`src/hw/rtl/limit_switch_homing_axis_controller_macros.svh`:
```
// Assertion macros shared by the homing axis controller RTL.
`ifndef LIMIT_SWITCH_HOMING_AXIS_CONTROLLER_MACROS_SVH
`define LIMIT_SWITCH_HOMING_AXIS_CONTROLLER_MACROS_SVH
`ifndef SYNTHESIS
// same-cycle implication, sampled on clk, off while rst_n is low
`define LSH_ASSERT_SAME(lbl, ante, cons) \
  lbl: assert property (@(posedge clk) disable iff (!rst_n) (ante) |-> (cons)) \
    else $error("lsh: same-cycle check failed");
// next-cycle implication
`define LSH_ASSERT_NEXT(lbl, ante, cons) \
  lbl: assert property (@(posedge clk) disable iff (!rst_n) (ante) |=> (cons)) \
    else $error("lsh: next-cycle check failed");
`else
`define LSH_ASSERT_SAME(lbl, ante, cons)
`define LSH_ASSERT_NEXT(lbl, ante, cons)
`endif
`endif

```
`src/hw/rtl/lsh_pkg.sv`:
```
// Types and constants of the homing axis controller.
`default_nettype none
package lsh_pkg;

  // configuration register widths and reset values
  localparam int SEEK_W     = 15;
  localparam int SETTLE_W   = 16;
  localparam int HALF_W     = 31;
  localparam int APB_DATA_W = 32;
  localparam int CFG_ADDR_W = 3;
  localparam int CFG_IDX_W  = 1;

  localparam logic [SEEK_W-1:0]   SEEK_RESET   = 15'd6554;  // 0.2 in Q0.15
  localparam logic [SETTLE_W-1:0] SETTLE_RESET = 16'd500;
  localparam logic [HALF_W-1:0]   HALF_MAX     = 31'h7FFF_FFFF;

  // register indexes (byte address / 4)
  localparam logic [CFG_IDX_W-1:0] REG_SEEK   = 1'b0;
  localparam logic [CFG_IDX_W-1:0] REG_SETTLE = 1'b1;

  // homing sequencer phase
  typedef enum logic [2:0] {
    PH_RUN    = 3'd0,
    PH_LEFT   = 3'd1,
    PH_RIGHT  = 3'd2,
    PH_CENTER = 3'd3,
    PH_SETTLE = 3'd4
  } lsh_phase_t;

  typedef struct packed {
    logic [SEEK_W-1:0]   seek_speed;
    logic [SETTLE_W-1:0] settle_ticks;
  } lsh_cfg_t;

  // single-bit status of one result beat
  typedef struct packed {
    logic driver_disable;
    logic zero_position;
    logic reset_done;
    logic enabled;
    logic homing_busy;
  } lsh_flags_t;

endpackage
`default_nettype wire

```
`src/hw/rtl/lsh_in_if.sv`:
```
// Input tick channel: limit switches, position, speed command, homing request.
`default_nettype none
interface lsh_in_if #(
  parameter int POSITION_BITS = 32,
  parameter int SPEED_BITS    = 16
);
  logic                     valid;
  logic                     ready;
  logic                     limit_left;
  logic                     limit_right;
  logic [POSITION_BITS-1:0] position;
  logic [SPEED_BITS-1:0]    speed_command;
  logic                     reset_request;

  modport source (
    output valid, limit_left, limit_right, position, speed_command, reset_request,
    input  ready
  );
  modport sink (
    input  valid, limit_left, limit_right, position, speed_command, reset_request,
    output ready
  );
endinterface
`default_nettype wire

```
`src/hw/rtl/lsh_out_if.sv`:
```
// Result channel: speed, driver and homing status, reported position.
`default_nettype none
interface lsh_out_if #(
  parameter int POSITION_BITS = 32,
  parameter int SPEED_BITS    = 16
);
  logic                          valid;
  logic                          ready;
  logic [SPEED_BITS-1:0]         speed_out;
  logic                          driver_disable;
  logic                          zero_position;
  logic                          reset_done;
  logic                          enabled;
  logic                          homing_busy;
  logic [POSITION_BITS-1:0]      reported_position;
  logic [lsh_pkg::HALF_W-1:0]    half_travel;

  modport source (
    output valid, speed_out, driver_disable, zero_position, reset_done, enabled,
           homing_busy, reported_position, half_travel,
    input  ready
  );
  modport sink (
    input  valid, speed_out, driver_disable, zero_position, reset_done, enabled,
           homing_busy, reported_position, half_travel,
    output ready
  );
endinterface
`default_nettype wire

```
`src/hw/rtl/lsh_cfg_regs.sv`:
```
// APB-style configuration registers: seek speed and settle time.
`default_nettype none
module lsh_cfg_regs (
  input  wire logic                               clk,
  input  wire logic                               rst_n,
  input  wire logic                               psel,
  input  wire logic                               penable,
  input  wire logic                               pwrite,
  input  wire logic [lsh_pkg::CFG_ADDR_W-1:0]     paddr,
  input  wire logic [lsh_pkg::APB_DATA_W-1:0]     pwdata,
  output logic      [lsh_pkg::APB_DATA_W-1:0]     prdata,
  output logic                                    pready,
  output lsh_pkg::lsh_cfg_t                       cfg
);

  logic [lsh_pkg::SEEK_W-1:0]    seek_r;
  logic [lsh_pkg::SETTLE_W-1:0]  settle_r;
  logic [lsh_pkg::CFG_IDX_W-1:0] reg_idx;
  logic                          wr_en;

  assign pready  = 1'b1;
  assign reg_idx = paddr[lsh_pkg::CFG_ADDR_W-1:2];
  assign wr_en   = psel && penable && pwrite && pready;

  // register writes in the access phase
  always_ff @(posedge clk) begin
    if (!rst_n) begin
      seek_r   <= lsh_pkg::SEEK_RESET;
      settle_r <= lsh_pkg::SETTLE_RESET;
    end else if (wr_en) begin
      case (reg_idx)
        lsh_pkg::REG_SEEK:   seek_r   <= pwdata[lsh_pkg::SEEK_W-1:0];
        lsh_pkg::REG_SETTLE: settle_r <= pwdata[lsh_pkg::SETTLE_W-1:0];
        default: ;
      endcase
    end
  end

  // read-back
  always_comb begin
    case (reg_idx)
      lsh_pkg::REG_SEEK:   prdata = lsh_pkg::APB_DATA_W'(seek_r);
      lsh_pkg::REG_SETTLE: prdata = lsh_pkg::APB_DATA_W'(settle_r);
      default:             prdata = '0;
    endcase
  end

  assign cfg.seek_speed   = seek_r;
  assign cfg.settle_ticks = settle_r;

endmodule
`default_nettype wire

```
`src/hw/rtl/lsh_core.sv`:
```
// Homing sequencer and run-mode datapath; state moves on each stepped beat.
`default_nettype none
`include "limit_switch_homing_axis_controller_macros.svh"
module lsh_core #(
  parameter int POSITION_BITS = 32,
  parameter int SPEED_BITS    = 16
) (
  input  wire logic                            clk,
  input  wire logic                            rst_n,
  input  wire logic                            step,
  input  wire lsh_pkg::lsh_cfg_t               cfg,
  input  wire logic                            limit_left,
  input  wire logic                            limit_right,
  input  wire logic [POSITION_BITS-1:0]        position,
  input  wire logic [SPEED_BITS-1:0]           speed_command,
  input  wire logic                            reset_request,
  output logic      [SPEED_BITS-1:0]           speed_out,
  output lsh_pkg::lsh_flags_t                  flags,
  output logic      [POSITION_BITS-1:0]        reported_position,
  output logic      [lsh_pkg::HALF_W-1:0]      half_travel
);

  localparam int SW    = (SPEED_BITS > lsh_pkg::SEEK_W + 1) ? SPEED_BITS
                                                            : lsh_pkg::SEEK_W + 1;
  localparam int HWIDE = (POSITION_BITS - 1 > lsh_pkg::HALF_W) ? POSITION_BITS - 1
                                                              : lsh_pkg::HALF_W;

  lsh_pkg::lsh_phase_t               phase_r, phase_nxt;
  logic [POSITION_BITS-1:0]          left_cap_r, left_cap_nxt;
  logic [POSITION_BITS-1:0]          center_r, center_nxt;
  logic [lsh_pkg::HALF_W-1:0]        half_r, half_nxt;
  logic [lsh_pkg::HALF_W-1:0]        half_pend_r, half_pend_nxt;
  logic [lsh_pkg::SETTLE_W-1:0]      settle_cnt_r, settle_cnt_nxt;
  logic                              enable_r, enable_nxt;
  logic [POSITION_BITS-1:0]          report_r, report_nxt;

  logic [SW-1:0]                     seek_wide, neg_wide;
  logic [SPEED_BITS-1:0]             pos_seek, neg_seek;
  logic [POSITION_BITS:0]            mid_sum, mid_adj, diff, abs_diff;
  logic [POSITION_BITS-1:0]          mid;
  logic [HWIDE-1:0]                  half_wide;
  logic [lsh_pkg::HALF_W-1:0]        half_sat;
  logic                              at_center, settle_zero, cnt_zero, finish;
  logic                              drv_off;

  // seek speed in both directions at the output width
  assign seek_wide = SW'(cfg.seek_speed);
  assign neg_wide  = SW'(0) - seek_wide;
  assign pos_seek  = seek_wide[SPEED_BITS-1:0];
  assign neg_seek  = neg_wide[SPEED_BITS-1:0];

  // midpoint of left capture and right position, truncated toward zero
  assign mid_sum = {left_cap_r[POSITION_BITS-1], left_cap_r}
                 + {position[POSITION_BITS-1], position};
  assign mid_adj = mid_sum + {{POSITION_BITS{1'b0}}, mid_sum[POSITION_BITS] & mid_sum[0]};
  assign mid     = mid_adj[POSITION_BITS:1];

  // half travel, saturated to the report width
  assign diff      = {position[POSITION_BITS-1], position}
                   - {left_cap_r[POSITION_BITS-1], left_cap_r};
  assign abs_diff  = diff[POSITION_BITS] ? ((POSITION_BITS+1)'(0) - diff) : diff;
  assign half_wide = HWIDE'(abs_diff[POSITION_BITS-1:1]);
  assign half_sat  = (half_wide > HWIDE'(lsh_pkg::HALF_MAX)) ? lsh_pkg::HALF_MAX
                                                             : half_wide[lsh_pkg::HALF_W-1:0];

  assign at_center   = $signed(position) <= $signed(center_r);
  assign settle_zero = (cfg.settle_ticks == '0);
  assign cnt_zero    = (settle_cnt_r == '0);

  // next phase
  always_comb begin
    phase_nxt = phase_r;
    case (phase_r)
      lsh_pkg::PH_RUN:    if (reset_request) phase_nxt = lsh_pkg::PH_LEFT;
      lsh_pkg::PH_LEFT:   if (limit_left)    phase_nxt = lsh_pkg::PH_RIGHT;
      lsh_pkg::PH_RIGHT:  if (limit_right)   phase_nxt = lsh_pkg::PH_CENTER;
      lsh_pkg::PH_CENTER: begin
        if (at_center) phase_nxt = settle_zero ? lsh_pkg::PH_RUN : lsh_pkg::PH_SETTLE;
      end
      lsh_pkg::PH_SETTLE: if (cnt_zero)      phase_nxt = lsh_pkg::PH_RUN;
      default:            phase_nxt = lsh_pkg::PH_RUN;
    endcase
  end

  // outputs and datapath registers
  always_comb begin
    speed_out            = '0;
    drv_off              = 1'b0;
    finish               = 1'b0;
    left_cap_nxt         = left_cap_r;
    center_nxt           = center_r;
    half_pend_nxt        = half_pend_r;
    settle_cnt_nxt       = settle_cnt_r;
    enable_nxt           = enable_r;
    report_nxt           = report_r;
    half_nxt             = half_r;
    case (phase_r)
      lsh_pkg::PH_RUN: begin
        // a pressed limit drops the enable before anything else
        if (limit_left || limit_right) enable_nxt = 1'b0;
        if (reset_request) begin
          speed_out = neg_seek;
        end else if (enable_nxt) begin
          report_nxt = position;
          speed_out  = speed_command;
        end
      end
      lsh_pkg::PH_LEFT: begin
        if (limit_left) begin
          left_cap_nxt = position;
          speed_out    = pos_seek;
        end else begin
          speed_out    = neg_seek;
        end
      end
      lsh_pkg::PH_RIGHT: begin
        if (limit_right) begin
          center_nxt    = mid;
          half_pend_nxt = half_sat;
          speed_out     = neg_seek;
        end else begin
          speed_out     = pos_seek;
        end
      end
      lsh_pkg::PH_CENTER: begin
        if (at_center) begin
          if (settle_zero) begin
            finish = 1'b1;
          end else begin
            drv_off        = 1'b1;
            settle_cnt_nxt = cfg.settle_ticks - 1'b1;
          end
        end else begin
          speed_out = neg_seek;
        end
      end
      lsh_pkg::PH_SETTLE: begin
        if (!cnt_zero) begin
          drv_off        = 1'b1;
          settle_cnt_nxt = settle_cnt_r - 1'b1;
        end else begin
          finish = 1'b1;
        end
      end
      default: ;
    endcase
    // homing complete: zero the counter, publish travel, re-enable
    if (finish) begin
      enable_nxt     = 1'b1;
      report_nxt     = '0;
      half_nxt       = half_pend_nxt;
      settle_cnt_nxt = '0;
    end
  end

  assign flags.driver_disable = drv_off;
  assign flags.zero_position  = finish;
  assign flags.reset_done     = finish;
  assign flags.enabled        = enable_nxt;
  assign flags.homing_busy    = (phase_nxt != lsh_pkg::PH_RUN);
  assign reported_position    = report_nxt;
  assign half_travel          = half_nxt;

  // state update on each beat leaving the input register
  always_ff @(posedge clk) begin
    if (!rst_n) begin
      phase_r      <= lsh_pkg::PH_RUN;
      left_cap_r   <= '0;
      center_r     <= '0;
      half_r       <= '0;
      half_pend_r  <= '0;
      settle_cnt_r <= '0;
      enable_r     <= 1'b0;
      report_r     <= '0;
    end else if (step) begin
      phase_r      <= phase_nxt;
      left_cap_r   <= left_cap_nxt;
      center_r     <= center_nxt;
      half_r       <= half_nxt;
      half_pend_r  <= half_pend_nxt;
      settle_cnt_r <= settle_cnt_nxt;
      enable_r     <= enable_nxt;
      report_r     <= report_nxt;
    end
  end

  // motor is stopped whenever the driver is held off
  `LSH_ASSERT_SAME(a_disable_stopped, flags.driver_disable, speed_out == '0)
  // completion returns to run mode with the enable set
  `LSH_ASSERT_NEXT(a_done_to_run, step && flags.reset_done, (phase_r == lsh_pkg::PH_RUN) && enable_r)
  // no beat, no state change
  `LSH_ASSERT_NEXT(a_idle_holds, !step, $stable(phase_r) && $stable(settle_cnt_r))

endmodule
`default_nettype wire

```
`src/hw/rtl/limit_switch_homing_axis_controller.sv`:
```
// Top level of the limit switch homing axis controller.
//
//  channel  dir  handshake              carries
//  in_ch    in   valid/ready            limits, position, speed command, homing request
//  out_ch   out  valid/ready            speed, driver/homing status, position, half travel
//  cfg      in   psel/penable/pready    seek_speed (0x0), settle_ticks (0x4)
//
// One beat per clock sustained while results are taken; each beat passes the input
// register, then the sequencer step and result are computed combinationally into the
// output register; sequencer state moves as the beat leaves.
// Synchronous active-low reset: run mode, disabled, registers at their reset values.
// A stalled output holds its register; the input register takes one more beat.
`default_nettype none
`include "limit_switch_homing_axis_controller_macros.svh"
module limit_switch_homing_axis_controller #(
  parameter int POSITION_BITS = 32,
  parameter int SPEED_BITS    = 16
) (
  input  wire logic                               clk,
  input  wire logic                               rst_n,
  lsh_in_if.sink                                  in_ch,
  lsh_out_if.source                               out_ch,
  input  wire logic                               psel,
  input  wire logic                               penable,
  input  wire logic                               pwrite,
  input  wire logic [lsh_pkg::CFG_ADDR_W-1:0]     paddr,
  input  wire logic [lsh_pkg::APB_DATA_W-1:0]     pwdata,
  output logic      [lsh_pkg::APB_DATA_W-1:0]     prdata,
  output logic                                    pready
);

  lsh_pkg::lsh_cfg_t             cfg;
  lsh_pkg::lsh_flags_t           core_flags;
  logic [SPEED_BITS-1:0]         core_speed;
  logic [POSITION_BITS-1:0]      core_report;
  logic [lsh_pkg::HALF_W-1:0]    core_half;

  logic                          s1_valid_r, s1_valid_nxt;
  logic                          s1_ll_r, s1_lr_r, s1_req_r;
  logic [POSITION_BITS-1:0]      s1_pos_r;
  logic [SPEED_BITS-1:0]         s1_cmd_r;

  logic                          out_valid_r, out_valid_nxt;
  logic [SPEED_BITS-1:0]         speed_r;
  lsh_pkg::lsh_flags_t           flags_r;
  logic [POSITION_BITS-1:0]      report_r;
  logic [lsh_pkg::HALF_W-1:0]    half_r;

  logic                          advance, step, in_take;

  lsh_cfg_regs u_cfg (
    .clk     (clk),
    .rst_n   (rst_n),
    .psel    (psel),
    .penable (penable),
    .pwrite  (pwrite),
    .paddr   (paddr),
    .pwdata  (pwdata),
    .prdata  (prdata),
    .pready  (pready),
    .cfg     (cfg)
  );

  // handshake: output register frees when empty or taken
  assign advance     = !out_valid_r || out_ch.ready;
  assign step        = s1_valid_r && advance;
  assign in_ch.ready = !s1_valid_r || advance;
  assign in_take     = in_ch.valid && in_ch.ready;

  assign s1_valid_nxt  = in_take ? 1'b1 : (advance ? 1'b0 : s1_valid_r);
  assign out_valid_nxt = advance ? s1_valid_r : out_valid_r;

  always_ff @(posedge clk) begin
    if (!rst_n) begin
      s1_valid_r  <= 1'b0;
      out_valid_r <= 1'b0;
    end else begin
      s1_valid_r  <= s1_valid_nxt;
      out_valid_r <= out_valid_nxt;
    end
  end

  // input register
  always_ff @(posedge clk) begin
    if (in_take) begin
      s1_ll_r  <= in_ch.limit_left;
      s1_lr_r  <= in_ch.limit_right;
      s1_pos_r <= in_ch.position;
      s1_cmd_r <= in_ch.speed_command;
      s1_req_r <= in_ch.reset_request;
    end
  end

  lsh_core #(
    .POSITION_BITS (POSITION_BITS),
    .SPEED_BITS    (SPEED_BITS)
  ) u_core (
    .clk               (clk),
    .rst_n             (rst_n),
    .step              (step),
    .cfg               (cfg),
    .limit_left        (s1_ll_r),
    .limit_right       (s1_lr_r),
    .position          (s1_pos_r),
    .speed_command     (s1_cmd_r),
    .reset_request     (s1_req_r),
    .speed_out         (core_speed),
    .flags             (core_flags),
    .reported_position (core_report),
    .half_travel       (core_half)
  );

  // result register
  always_ff @(posedge clk) begin
    if (step) begin
      speed_r  <= core_speed;
      flags_r  <= core_flags;
      report_r <= core_report;
      half_r   <= core_half;
    end
  end

  assign out_ch.valid             = out_valid_r;
  assign out_ch.speed_out         = speed_r;
  assign out_ch.driver_disable    = flags_r.driver_disable;
  assign out_ch.zero_position     = flags_r.zero_position;
  assign out_ch.reset_done        = flags_r.reset_done;
  assign out_ch.enabled           = flags_r.enabled;
  assign out_ch.homing_busy       = flags_r.homing_busy;
  assign out_ch.reported_position = report_r;
  assign out_ch.half_travel       = half_r;

  // input stalls only with both stages full and the output held
  `LSH_ASSERT_SAME(a_stall_full, !in_ch.ready, s1_valid_r && out_valid_r && !out_ch.ready)

endmodule
`default_nettype wire

```
`src/flat_wrapper.sv`:
```
// flat-port wrapper written by rule: the top's interface ports become plain ports
module limit_switch_homing_axis_controller_flat 
#(
  parameter int POSITION_BITS = 32,
  parameter int SPEED_BITS    = 16
)
  (clk, rst_n, psel, penable, pwrite, paddr, pwdata, prdata, pready, in_ch_valid, in_ch_limit_left, in_ch_limit_right, in_ch_position, in_ch_speed_command, in_ch_reset_request, in_ch_ready, out_ch_valid, out_ch_speed_out, out_ch_driver_disable, out_ch_zero_position, out_ch_reset_done, out_ch_enabled, out_ch_homing_busy, out_ch_reported_position, out_ch_half_travel, out_ch_ready);
  lsh_in_if #(.POSITION_BITS(POSITION_BITS), .SPEED_BITS(SPEED_BITS)) in_ch_i ();
  lsh_out_if #(.POSITION_BITS(POSITION_BITS), .SPEED_BITS(SPEED_BITS)) out_ch_i ();
  input  wire logic clk;
  input  wire logic rst_n;
  input  wire logic psel;
  input  wire logic penable;
  input  wire logic pwrite;
  input  wire logic [lsh_pkg::CFG_ADDR_W-1:0] paddr;
  input  wire logic [lsh_pkg::APB_DATA_W-1:0] pwdata;
  output logic      [lsh_pkg::APB_DATA_W-1:0] prdata;
  output logic pready;
  input wire logic [$bits(in_ch_i.valid)-1:0] in_ch_valid;
  input wire logic [$bits(in_ch_i.limit_left)-1:0] in_ch_limit_left;
  input wire logic [$bits(in_ch_i.limit_right)-1:0] in_ch_limit_right;
  input wire logic [$bits(in_ch_i.position)-1:0] in_ch_position;
  input wire logic [$bits(in_ch_i.speed_command)-1:0] in_ch_speed_command;
  input wire logic [$bits(in_ch_i.reset_request)-1:0] in_ch_reset_request;
  output wire logic [$bits(in_ch_i.ready)-1:0] in_ch_ready;
  output wire logic [$bits(out_ch_i.valid)-1:0] out_ch_valid;
  output wire logic [$bits(out_ch_i.speed_out)-1:0] out_ch_speed_out;
  output wire logic [$bits(out_ch_i.driver_disable)-1:0] out_ch_driver_disable;
  output wire logic [$bits(out_ch_i.zero_position)-1:0] out_ch_zero_position;
  output wire logic [$bits(out_ch_i.reset_done)-1:0] out_ch_reset_done;
  output wire logic [$bits(out_ch_i.enabled)-1:0] out_ch_enabled;
  output wire logic [$bits(out_ch_i.homing_busy)-1:0] out_ch_homing_busy;
  output wire logic [$bits(out_ch_i.reported_position)-1:0] out_ch_reported_position;
  output wire logic [$bits(out_ch_i.half_travel)-1:0] out_ch_half_travel;
  input wire logic [$bits(out_ch_i.ready)-1:0] out_ch_ready;
  assign in_ch_i.valid = in_ch_valid;
  assign in_ch_i.limit_left = in_ch_limit_left;
  assign in_ch_i.limit_right = in_ch_limit_right;
  assign in_ch_i.position = in_ch_position;
  assign in_ch_i.speed_command = in_ch_speed_command;
  assign in_ch_i.reset_request = in_ch_reset_request;
  assign in_ch_ready = in_ch_i.ready;
  assign out_ch_valid = out_ch_i.valid;
  assign out_ch_speed_out = out_ch_i.speed_out;
  assign out_ch_driver_disable = out_ch_i.driver_disable;
  assign out_ch_zero_position = out_ch_i.zero_position;
  assign out_ch_reset_done = out_ch_i.reset_done;
  assign out_ch_enabled = out_ch_i.enabled;
  assign out_ch_homing_busy = out_ch_i.homing_busy;
  assign out_ch_reported_position = out_ch_i.reported_position;
  assign out_ch_half_travel = out_ch_i.half_travel;
  assign out_ch_i.ready = out_ch_ready;
  limit_switch_homing_axis_controller #(.POSITION_BITS(POSITION_BITS), .SPEED_BITS(SPEED_BITS)) u_core (.clk(clk), .rst_n(rst_n), .in_ch(in_ch_i), .out_ch(out_ch_i), .psel(psel), .penable(penable), .pwrite(pwrite), .paddr(paddr), .pwdata(pwdata), .prdata(prdata), .pready(pready));
endmodule
```
`config.mk`:
```
export PLATFORM = sky130hd
export DESIGN_NAME = limit_switch_homing_axis_controller_flat
export DESIGN_NICKNAME = d
export VERILOG_FILES = /design/src/hw/rtl/lsh_pkg.sv /design/src/hw/rtl/lsh_in_if.sv /design/src/hw/rtl/lsh_out_if.sv /design/src/hw/rtl/lsh_cfg_regs.sv /design/src/hw/rtl/lsh_core.sv /design/src/hw/rtl/limit_switch_homing_axis_controller.sv /design/src/flat_wrapper.sv
export VERILOG_INCLUDE_DIRS = /design/src /design/src/hw/rtl
export SDC_FILE = /design/constraint.sdc
export NUM_CORES = 1
export LEC_CHECK = 0
export BUFFER_PORTS_ARGS = -buffer_cell sky130_fd_sc_hd__buf_4
export CAP_MARGIN = 40
export CORE_AREA = 10 10 276 278
export DETAILED_ROUTE_END_ITERATION = 16
export DIE_AREA = 0 0 286 288
export SYNTH_ARGS = -nofsm -noshare
export SYNTH_HDL_FRONTEND = slang
export SYNTH_SLANG_ARGS = --single-unit
```
`constraint.sdc`:
```
create_clock -name clk -period 5.9 [get_ports clk]
set_clock_uncertainty 0.15 [all_clocks]
set_input_delay 0.885 -clock clk [delete_from_list [all_inputs] [get_ports clk]]
set_output_delay 0.885 -clock clk [all_outputs]
set_load 0.02 [all_outputs]
```
==> results of run 1 <==
-- final cells by class --
type / instances / area (um^2) / area share [%]
multi-input combinational: 1860 / 11600 / 47.4
clock inverter: 25 / 308 / 1.26
clock buffer: 48 / 1080 / 4.41
tap: 950 / 1190 / 4.85
sequential: 345 / 8250 / 33.7
inverter: 118 / 448 / 1.83
timing repair buffer: 211 / 1610 / 6.58
-- cell families (layout without fill, tap and decap cells) --
kind of cell / Yosys count / after routing / synth area share [%]
and+or+nand+nor: 949 / 949 / 21.7
other: 2 / 17 / 0.0358
DFF: 345 / 345 / 39.4
xor gates and xnor gates: 95 / 95 / 4.01
adders and majority gates: 102 / 102 / 6.16
muxes: 76 / 76 / 3.84
AOI/OAI and AO/OA: 621 / 621 / 19.2
buffers and inverters: 289 / 402 / 5.67
-- routing by layer --
layer | vias up | track usage [%] | routed length, um
met3 | 59 | 2.33 | 3360
met5 | - | 0 | 0
met1 | 8652 | 21.4 | 31000
met4 | 0 | 3.05 | 847
met2 | 468 | 22.1 | 27200
li1 | 9112 | - | -
-- sequential cells by signal (all words and copies together) (netlist names), 3 cells and up --
name / count
u_core.u_cfg.settle_r: 16
u_core.out_ch.speed_out: 16
u_core.u_core.half_pend_r: 31
u_core.u_cfg.seek_r: 15
u_core.out_ch.reported_position: 32
u_core.u_core.report_r: 32
u_core.u_core.center_r: 32
u_core.u_core.settle_cnt_r: 16
u_core.out_ch.half_travel: 31
u_core.s1_pos_r: 32
u_core.u_core.half_r: 31
u_core.s1_cmd_r: 16
u_core.u_core.left_cap_r: 32
u_core.u_core.phase_r: 3
-- cells in the mapped netlist (all sizes together), types with 27 or more instances --
cell      n  area [um^2]
nand3    91          478
nor3     69          362
or3      27          169
clkbuf  121          454
nand4    55          344
a21o     32          240
edfxtp  134         4020
o21ai   123          631
ha      100         1250
nand2   406         1520
buf      50          290
xor2     30          263
inv     118          443
mux2i    41          410
o211ai   38          295
dfxtp   211         4220
a211oi   28          220
a21oi   200         1000
mux2     35          394
nor2    143          537
a31oi    43          269
xnor2    65          577
-- how the worst min path moves through the flow --
stage,start,endpoint,slack [ns],depth (start not counted)
floorplan,u_core.u_core.center_r[11]$_SDFFE_PN0P_,u_core.u_core.center_r[11]$_SDFFE_PN0P_,0.28,2
CTS,in_ch_position[28],u_core.s1_pos_r[28]$_DFFE_PP_,0.28,1
global placement,u_core.u_core.center_r[9]$_SDFFE_PN0P_,u_core.u_core.center_r[9]$_SDFFE_PN0P_,0.29,2
detailed placement,u_core.u_core.half_r[25]$_SDFFE_PN0P_,u_core.u_core.half_r[25]$_SDFFE_PN0P_,0.30,2
finish,u_core.u_core.half_r[28]$_SDFFE_PN0P_,u_core.u_core.half_r[28]$_SDFFE_PN0P_,0.30,2
global route,in_ch_position[25],u_core.s1_pos_r[25]$_DFFE_PP_,0.29,1
-- critical path, cell delays in order, from the launching register on --
cell and delay [ns]:
edfxtp_1 0.55, ha_1 0.69, nor2b_1 0.09, o21ai_1 0.28, a311oi_2 0.23, o31ai_1 0.45, or2_1 0.27, nand2_1 0.22
nor2_1 0.17, ha_1 0.19, nand2_1 0.08, nor3_1 0.26, nand4_1 0.27, nor4_2 0.40, nand2_1 0.24, o211ai_1 0.21
o311ai_1 0.12
-- layout by cell type (no fill, tap or decap), types with 11 or more instances in the layout --
master,Yosys,layout
a32o_1,13,13
a31oi_1,43,43
conb_1,2,17
xor2_1,30,30
xnor2_1,64,64
a21o_1,32,32
o21a_1,22,22
o31ai_1,16,16
mux2_2,35,35
a211oi_1,26,26
clkbuf_16,0,40
edfxtp_1,134,134
nand4_1,55,55
nor4_1,22,22
nor2_1,143,143
nand2_1,406,405
or3_1,27,27
dfxtp_1,211,211
inv_1,113,112
and3_1,12,11
o211ai_1,36,36
buf_4,21,208
nor3_1,67,66
ha_1,100,100
a21oi_1,199,198
o21ai_0,111,111
nand3_1,88,88
nand2b_1,17,16
or4_1,20,20
mux2i_1,41,41
nor2b_1,25,25
-- report_power, final --
group	internal (mW)	switching (mW)
Clock	1.51	1.09
Combinational	0.264	0.468
Sequential	2.53	0.0578
Total	4.31	1.61
==> results.cfg, run 1 <==
[yosys]
synth_edf_count = 134
synth-async-reset-ratio_pct = 0
seq_area_frac_synth_pct = 39.4
syn_inst = 2479
syn_area_per_cell_um2 = 8.45
synthDistinctLibCells = 95
synth_ff_type = dfxtp_1
synth_warnings = 0
synth_area_um2 = 21000
synth-seq-cells = 345

[cells_and_area]
final_area_um2 = 24500
layout.cells.non_filler = 3557
syn2layout_area_growth_pct = 17.0
drive_gt1_share_pct = 14.1
utilization_pct = 34.6
diodes = 0
final_nets = 2771
fill_cells = 7471

[clock_network]
path_clk_slew_ns = 0.06
clock_path_buffers = 3
postCtsSetupBuffers = 0
cts_sinks = 345
cts_max_level = 2
ctsRootBufferMaster = clkbuf_16
cts_tree = done
cts.repair.resized = 0
clock_latency_ns = 0.59
cts_made_buffers = 40
cts_hold_buf = 0

[sta]
fin_crit_ns = 5.02
finalSetupViolCount = 0
fin_ws_ns = 0.878
whs_ns = 0.303
maxSlewHeadroom_pct = 31.9
period_share_pct = 85.1
rsz0062_at_grt = false
fmax_ghz = 0.199
finalSetupTns_ns = 0
worstMarginPinSlew_ns = 1.02
drv_slew = 0
hold_viol_final = 0

[global_route]
overflow = 0
track_usage_pct = 14.6
grt_pass1_vias = 17200
grt_pass1_wl_um = 98300
antenna_found_initial = 0
grt_max_degree = 82

[placement]
dp_cells = 3484
place.gp.congestion = 0.862
postPlaceCellArea_um2 = 23100
place_ws_ns = 0.885
portBuffers = 176
hpwlAfterDp_um = 44900

[setup_path]
crit_start = u_core.s1_pos_r[13]$_DFFE_PP_
crit_end = u_core.u_core.center_r[29]$_SDFFE_PN0P_
r2r-end = u_core.u_core.center_r[29]$_SDFFE_PN0P_
reg2reg_from = u_core.s1_pos_r[13]$_DFFE_PP_
critPathKind = reg -> reg
required_ns = 6.20
crit_arrival_ns = 5.32
endpoint_kind = register
r2r_cells = 16
cp_max_fo = 14
rrSetupSlack_ns = 0.88
start_kind = register

[worst_hold_path]
hold_path_class = reg -> reg

[route]
dr.pass1.iters = 5
via_per_inst = 5.14
postRouteAntennaNets = 0
wire_per_inst_um = 17.5
vias = 18300
drc = 0
drt_wl_total_um = 62400
first_iter_violations = 1375

[floorplan]
fp.dieW_um = 286
start_util_pct = 29.6
ios = 212
rows = 98
die-area_um2 = 82400
die_y_um = 288
coreArea_um2 = 70900

[outcome]
outcome = finished clean

[power]
irDropWorstVdd_uv = 171
cellPowerDensity_nw_per_um2 = 242
leakagePower_nw = 8.67
report.power.total_mw = 5.92

[flow_run]
max_cap_violations = 0
No activity file was read; power rests on OpenSTA's default activity.
==> run 2: changes to the inputs <==
- ABC_AREA: unset -> 1
- CORE_AREA: 10 10 276 278 -> 10 10 289 291
- DIE_AREA: 0 0 286 288 -> 0 0 299 301
- clock period: 5.9 -> 5.38 ns (I/O delays scaled with it)
==> results.cfg, run 2 <==
[sta]
fmax_ghz = 0.239
finalSetupTns_ns = 0
drv_slew = 0
hold_viol_final = 0
fin_ws_ns = 1.19
maxSlewHeadroom_pct = 46.0
finalSetupViolCount = 0
fin_crit_ns = 4.19
rsz0062_at_grt = false
period_share_pct = 77.8
worstMarginPinSlew_ns = 0.808

[yosys]
syn_inst = 3389
syn_area_per_cell_um2 = 6.84
synth_area_um2 = 23200
synth-seq-cells = 345
synth_top_area_cell = dfxtp_1
seq_area_frac_synth_pct = 35.6
synthAdderAreaFrac_pct = 5.57
synth_common_cells = nand2_1 (843), inv_1 (525), nor2_1 (305), o21ai_0 (248), nand3_1 (247)
synth_warnings = 0
synthSimpleGateAreaFrac_pct = 31.8
synthMuxAreaShare_pct = 0.0432
synth_edf_count = 134
synth_ff_type = dfxtp_1
synth-async-reset-ratio_pct = 0
yosysMostFrequentCell = nand2_1
synth_top_family_by_area = simple AND/OR/NAND/NOR gates
yosysTopAreaCellShare_pct = 18.2
synth_compound_area_share_pct = 11.9
synth-xor-area-share_pct = 2.10
synthDistinctLibCells = 61
netlist_top_cells_area = dfxtp_1 (18%), edfxtp_1 (17%), nand2_1 (14%), inv_1 (8.5%), ha_1 (5.4%)

[setup_path]
crit_slowest_cell = ha_1
cpPeakStageDelay_ns = 0.68
cpMostUsedCell = nand2_1
rrSetupSlack_ns = 1.19
crit_arrival_ns = 4.48
endpoint_kind = register
start_kind = register
critPathKind = reg -> reg
cp_max_fo = 9
path_cells = ha_1 > inv_2 > nand2_1 > nand2_1 > inv_2 > nand2_2 > a21oi_2 > nand2_2 > nand3_1 > nand3_1 > nand2_2 > nand2_1 > inv_1 > ha_1 > nand3_2 > nor2_1 > nand2_1 > nor3_2 > nand3_1 > nand2_1 > nand2_1 > nand2_1 > a21oi_1
required_ns = 5.67

[floorplan]
coreArea_um2 = 77300
ios = 212
fp.dieW_um = 299
rows = 102
die-area_um2 = 90000
start_util_pct = 30.0
die_y_um = 301

[route]
first_iter_violations = 1613
dr.pass1.iters = 8
vias = 21400
drt_wl_total_um = 76000
wire_per_inst_um = 16.7
via_per_inst = 4.68
postRouteAntennaNets = 0
drc = 0

[power]
irDropWorstVdd_uv = 217
seq_power_share_pct = 43.5
p_comb_share_pct = 19.5
p_int_mw = 4.67
swShare_pct = 30.7
cellPowerDensity_nw_per_um2 = 255
p_sw_mw = 2.07
leakagePower_nw = 12.8
pwr-share-clk_pct = 37.0

[cells_and_area]
utilization_pct = 34.2
layout_common_cells = nand2_1 (842), inv_1 (523), nor2_1 (304)
final_area_um2 = 26400
drive_gt1_share_pct = 13.0
final_nets = 3686
final_common_cell = nand2_1
syn2layout_area_growth_pct = 14.1

[flow_run]
max_cap_violations = 0

[worst_hold_path]
hold_path_class = in -> reg

[placement]
portBuffers = 176
postPlaceCellArea_um2 = 25300
hpwlAfterDp_um = 59800
place_ws_ns = 1.23
place.gp.congestion = 0.984

[clock_network]
path_clk_slew_ns = 0.06
clock_path_buffers = 3
cts_max_level = 2
cts_hold_buf = 0
cts_tree = done
cts.repair.resized = 0
cts_made_buffers = 37
clock_latency_ns = 0.58
ctsRootBufferMaster = clkbuf_16
cts_sinks = 345
postCtsSetupBuffers = 0

[global_route]
grt_pass1_wl_um = 116000
grt_max_degree = 98
antenna_found_initial = 1
grt_pass1_vias = 19800
overflow = 0
track_usage_pct = 16.2

[outcome]
outcome = finished clean
## run 2: changes by cell type after synthesis, sizes merged, moves of 53 or more
| cell | delta |
|---|---|
| nand2 | +499 |
| inv | +451 |
| nor2 | +215 |
| nand3 | +171 |
| o21ai | +155 |
| xnor2 | -53 |
## run 2: worst max-delay path, delay by kind of cell, from the launching register on
kind | cells | cell delay (ns)
AO/OA/AOI/OAI | 2 | 0.24
adder cells (fa/ha/maj) | 2 | 0.91
AND/OR/NAND/NOR | 16 | 1.96
flip-flops | 1 | 0.51
buffers and inverters | 3 | 0.31
## run 2: power by group through the flow
stage	sequential, mW	clock [mW]	combinational (mW)
after floorplan	3.01	0	0.859
after global placement	2.99	0	1.29
after detailed placement	2.99	0	1.30
after CTS	2.93	2.56	1.31
after global routing	2.94	2.66	1.46
final	2.93	2.49	1.32
## run 2: layout make-up
type,instances,area (um^2)
clock inverter,9,92.6
sequential,345,8250
multi-input combinational,2331,12000
fill,8449,50900
tap,1040,1300
timing repair buffer,200,1560
clock buffer,59,1060
inverter,576,2170
antenna,1,2.50
## run 2: metrics by stage
step           power, mW  hold WS, ns  instances
2_1_floorplan       3.87        0.285       3404
3_3_place_gp        4.28        0.307       4489
3_5_place_dp        4.29        0.307       4492
4_1_cts             6.80        0.224       4560
5_1_grt             7.06        0.222       4561
6_report            6.74        0.254       4561
## run 2: logic make-up after synthesis
logic type / Yosys count
compound gates: 515
xor+xnor: 50
fa+ha+maj: 102
buf+inv: 728
flops: 345
mux: 1
other cells: 2
simple gates: 1646
## run 2: routing by layer
layer	wire, um	vias to the layer above	global-route usage (%)
met4	2130	0	5.08
met1	34500	9779	21.6
met2	35600	516	27.0
met5	0	-	0
li1	-	11000	-
met3	3770	90	2.00
## run 2: path summary, 6_finish.rpt
path                                          start                                       to  depth (start not counted)
min reg2reg  u_core.u_core.center_r[7]$_SDFFE_PN0P_   u_core.u_core.center_r[7]$_SDFFE_PN0P_                          2
max                   u_core.s1_pos_r[11]$_DFFE_PP_  u_core.u_core.center_r[29]$_SDFFE_PN0P_                         23
max reg2reg           u_core.s1_pos_r[11]$_DFFE_PP_  u_core.u_core.center_r[29]$_SDFFE_PN0P_                         23
min                          in_ch_speed_command[2]             u_core.s1_cmd_r[2]$_DFFE_PP_                          1
==> run 3: changes to the inputs <==
- clock period: 5.38 -> 3.6 ns (I/O delays scaled with it)
==> results.cfg, run 3 (same netlist as run 2, synthesis figures left out) <==
[global_route]
overflow = 0
track_usage_pct = 16.5
antenna_found_initial = 2
grt_max_degree = 80
grt_pass1_vias = 20700
grt_pass1_wl_um = 119000

[cells_and_area]
final_area_um2 = 28000
final_common_cell = nand2_1
fill_cells = 8298
layout.cells.non_filler = 4726
drive_gt1_share_pct = 16.2
syn2layout_area_growth_pct = 20.7
final_nets = 3849
multi_input_area_um2 = 12100
layout_common_cells = nand2_1 (840), inv_1 (522), buf_4 (304)
regArea_um2 = 8250

[route]
vias = 22100
first_iter_violations = 1541
drt_wl_total_um = 78100
wire_per_inst_um = 16.5
drc = 0
via_per_inst = 4.67
dr.pass1.iters = 7
postRouteAntennaNets = 0

[worst_hold_path]
hold_path_class = in -> reg
holdPathEnd = u_core.u_cfg.settle_r[2]$_SDFFE_PN1P_
worstHoldPathCells = 3
hp-start = pwdata[2]

[outcome]
outcome = finished clean

[sta]
period_share_pct = 97.4
rsz0062_at_grt = true
fmax_ghz = 0.285
worstMarginPinSlew_ns = 0.792
finalSetupViolCount = 0
hold_viol_final = 0
maxSlewHeadroom_pct = 47.2
drv_slew = 0
fin_crit_ns = 3.51

[clock_network]
cts_sinks = 345
cts_made_buffers = 38
cts_tree = done
ctsRootBufferMaster = clkbuf_16
path_clk_slew_ns = 0.06
clock_latency_ns = 0.58
clock_path_buffers = 3
cts_max_level = 2

[power]
irDropWorstVdd_uv = 322
leakagePower_nw = 13.6
report.power.total_mw = 10.3
cellPowerDensity_nw_per_um2 = 369

[floorplan]
die_y_um = 301
coreArea_um2 = 77300
start_util_pct = 30.0
fp.dieW_um = 299
die-area_um2 = 90000
ios = 212
rows = 102

[setup_path]
cp_max_fo = 13
start_kind = register
endpoint_kind = register
r2r-end = u_core.out_ch.speed_out[12]$_DFFE_PP_
critPathKind = reg -> reg
required_ns = 3.78
crit_arrival_ns = 3.69
rrSetupSlack_ns = 0.09
reg2reg_from = u_core.s1_pos_r[4]$_DFFE_PP_
r2r_cells = 15

[placement]
portBuffers = 176
hpwlAfterDp_um = 61800
postPlaceCellArea_um2 = 26200
place.gp.congestion = 0.959
dp_cells = 4603

[flow_run]
max_cap_violations = 0
==> run 3: cell types whose count changed in the layout (fill, tap and decap cells not counted), moves of 3 or more <==
cell           previous run  this run
buf_12                    3         8
nor2_2                   30        36
ha_2                      0         4
clkinv_1                  9        14
clkbuf_8                  5         1
clkinv_2                  2        12
dlygate4sd3_1             0        50
clkbuf_1                 17         5
ha_1                    100        93
nor2_1                  304       298
buf_4                   196       304
ha_4                      0         3
==> run 3: cell type report <==
| cell class | count | share of cell area, % |
|---|---|---|
| Clock buffer | 44 | 3.52 |
| Inverter | 576 | 7.78 |
| Antenna cell | 2 | 0.0179 |
| Timing Repair Buffer | 362 | 10.5 |
| Sequential cell | 345 | 29.5 |
| Tap cell | 1040 | 4.65 |
| Multi-Input combinational cell | 2331 | 43.2 |
| Clock inverter | 26 | 0.814 |
==> run 3: stage by stage <==
| step | TNS, ns | hold slack [ns] | setup slack, ns | util (%) |
|---|---|---|---|---|
| 4_1_cts | 0 | 0.00167 | 0.138 | 36.0 |
| 6_report | 0 | 0.0343 | 0.0933 | 36.2 |
| 2_1_floorplan | 0 | 0.285 | 0.303 | - |
| 5_1_grt | -0.0482 | 0.0239 | -0.0227 | 36.2 |
| 3_5_place_dp | 0 | 0.307 | 0.163 | 33.8 |
| 3_3_place_gp | 0 | 0.302 | 0.181 | 33.8 |
==> run 3: worst max path at each step <==
stage	startpoint	to	slack [ns]
after floorplan	u_core.s1_pos_r[0]$_DFFE_PP_	u_core.u_core.center_r[29]$_SDFFE_PN0P_	0.30
after global placement	u_core.s1_pos_r[8]$_DFFE_PP_	u_core.u_core.center_r[29]$_SDFFE_PN0P_	0.18
after detailed placement	u_core.s1_pos_r[8]$_DFFE_PP_	u_core.u_core.center_r[29]$_SDFFE_PN0P_	0.16
after CTS	u_core.s1_pos_r[0]$_DFFE_PP_	u_core.u_core.center_r[29]$_SDFFE_PN0P_	0.14
after global routing	u_core.s1_pos_r[0]$_DFFE_PP_	u_core.u_core.half_pend_r[25]$_SDFFE_PN0P_	-0.02
final	u_core.s1_pos_r[4]$_DFFE_PP_	u_core.out_ch.speed_out[12]$_DFFE_PP_	0.09
==> run 3: power by group <==
part	total (mW)	leakage [nW]	switching (mW)	internal, mW
clock network	3.82	0.599	1.68	2.13
logic	2.14	10.0	1.41	0.734
registers	4.37	3.00	0.109	4.26
total	10.3	13.6	3.20	7.13
==> run 3: what timing repair did <==
item                                   in CTS  in global routing
setup endpoints to repair                   0                 17
resized for setup                           0                 24
endpoints found under the hold margin      50                  0
buffers inserted                            0                  1
hold buffers                               50                  0
==> run 3: critical path: stages, from the launching register on <==
cell and delay, ns:
edfxtp_1 0.54, buf_4 0.21, ha_1 0.17, a21oi_1 0.12, nor2_1 0.05, a211oi_1 0.17
o21ai_0 0.22, a21oi_1 0.22, nand4_1 0.33, nand4_1 0.34, inv_1 0.09, nor2_1 0.13
nand2_1 0.11, buf_4 0.20, nand3_1 0.12, nand2_1 0.07
==> run 3: metal layers <==
layer | track usage (%) | part of all wire (%) | vias up
li1 | - | - | 11300
met1 | 21.7 | 45 | 10100
met2 | 27.5 | 46 | 558
met3 | 2.08 | 5.2 | 126
met4 | 6.03 | 3.6 | 0
met5 | 0 | 0 | -
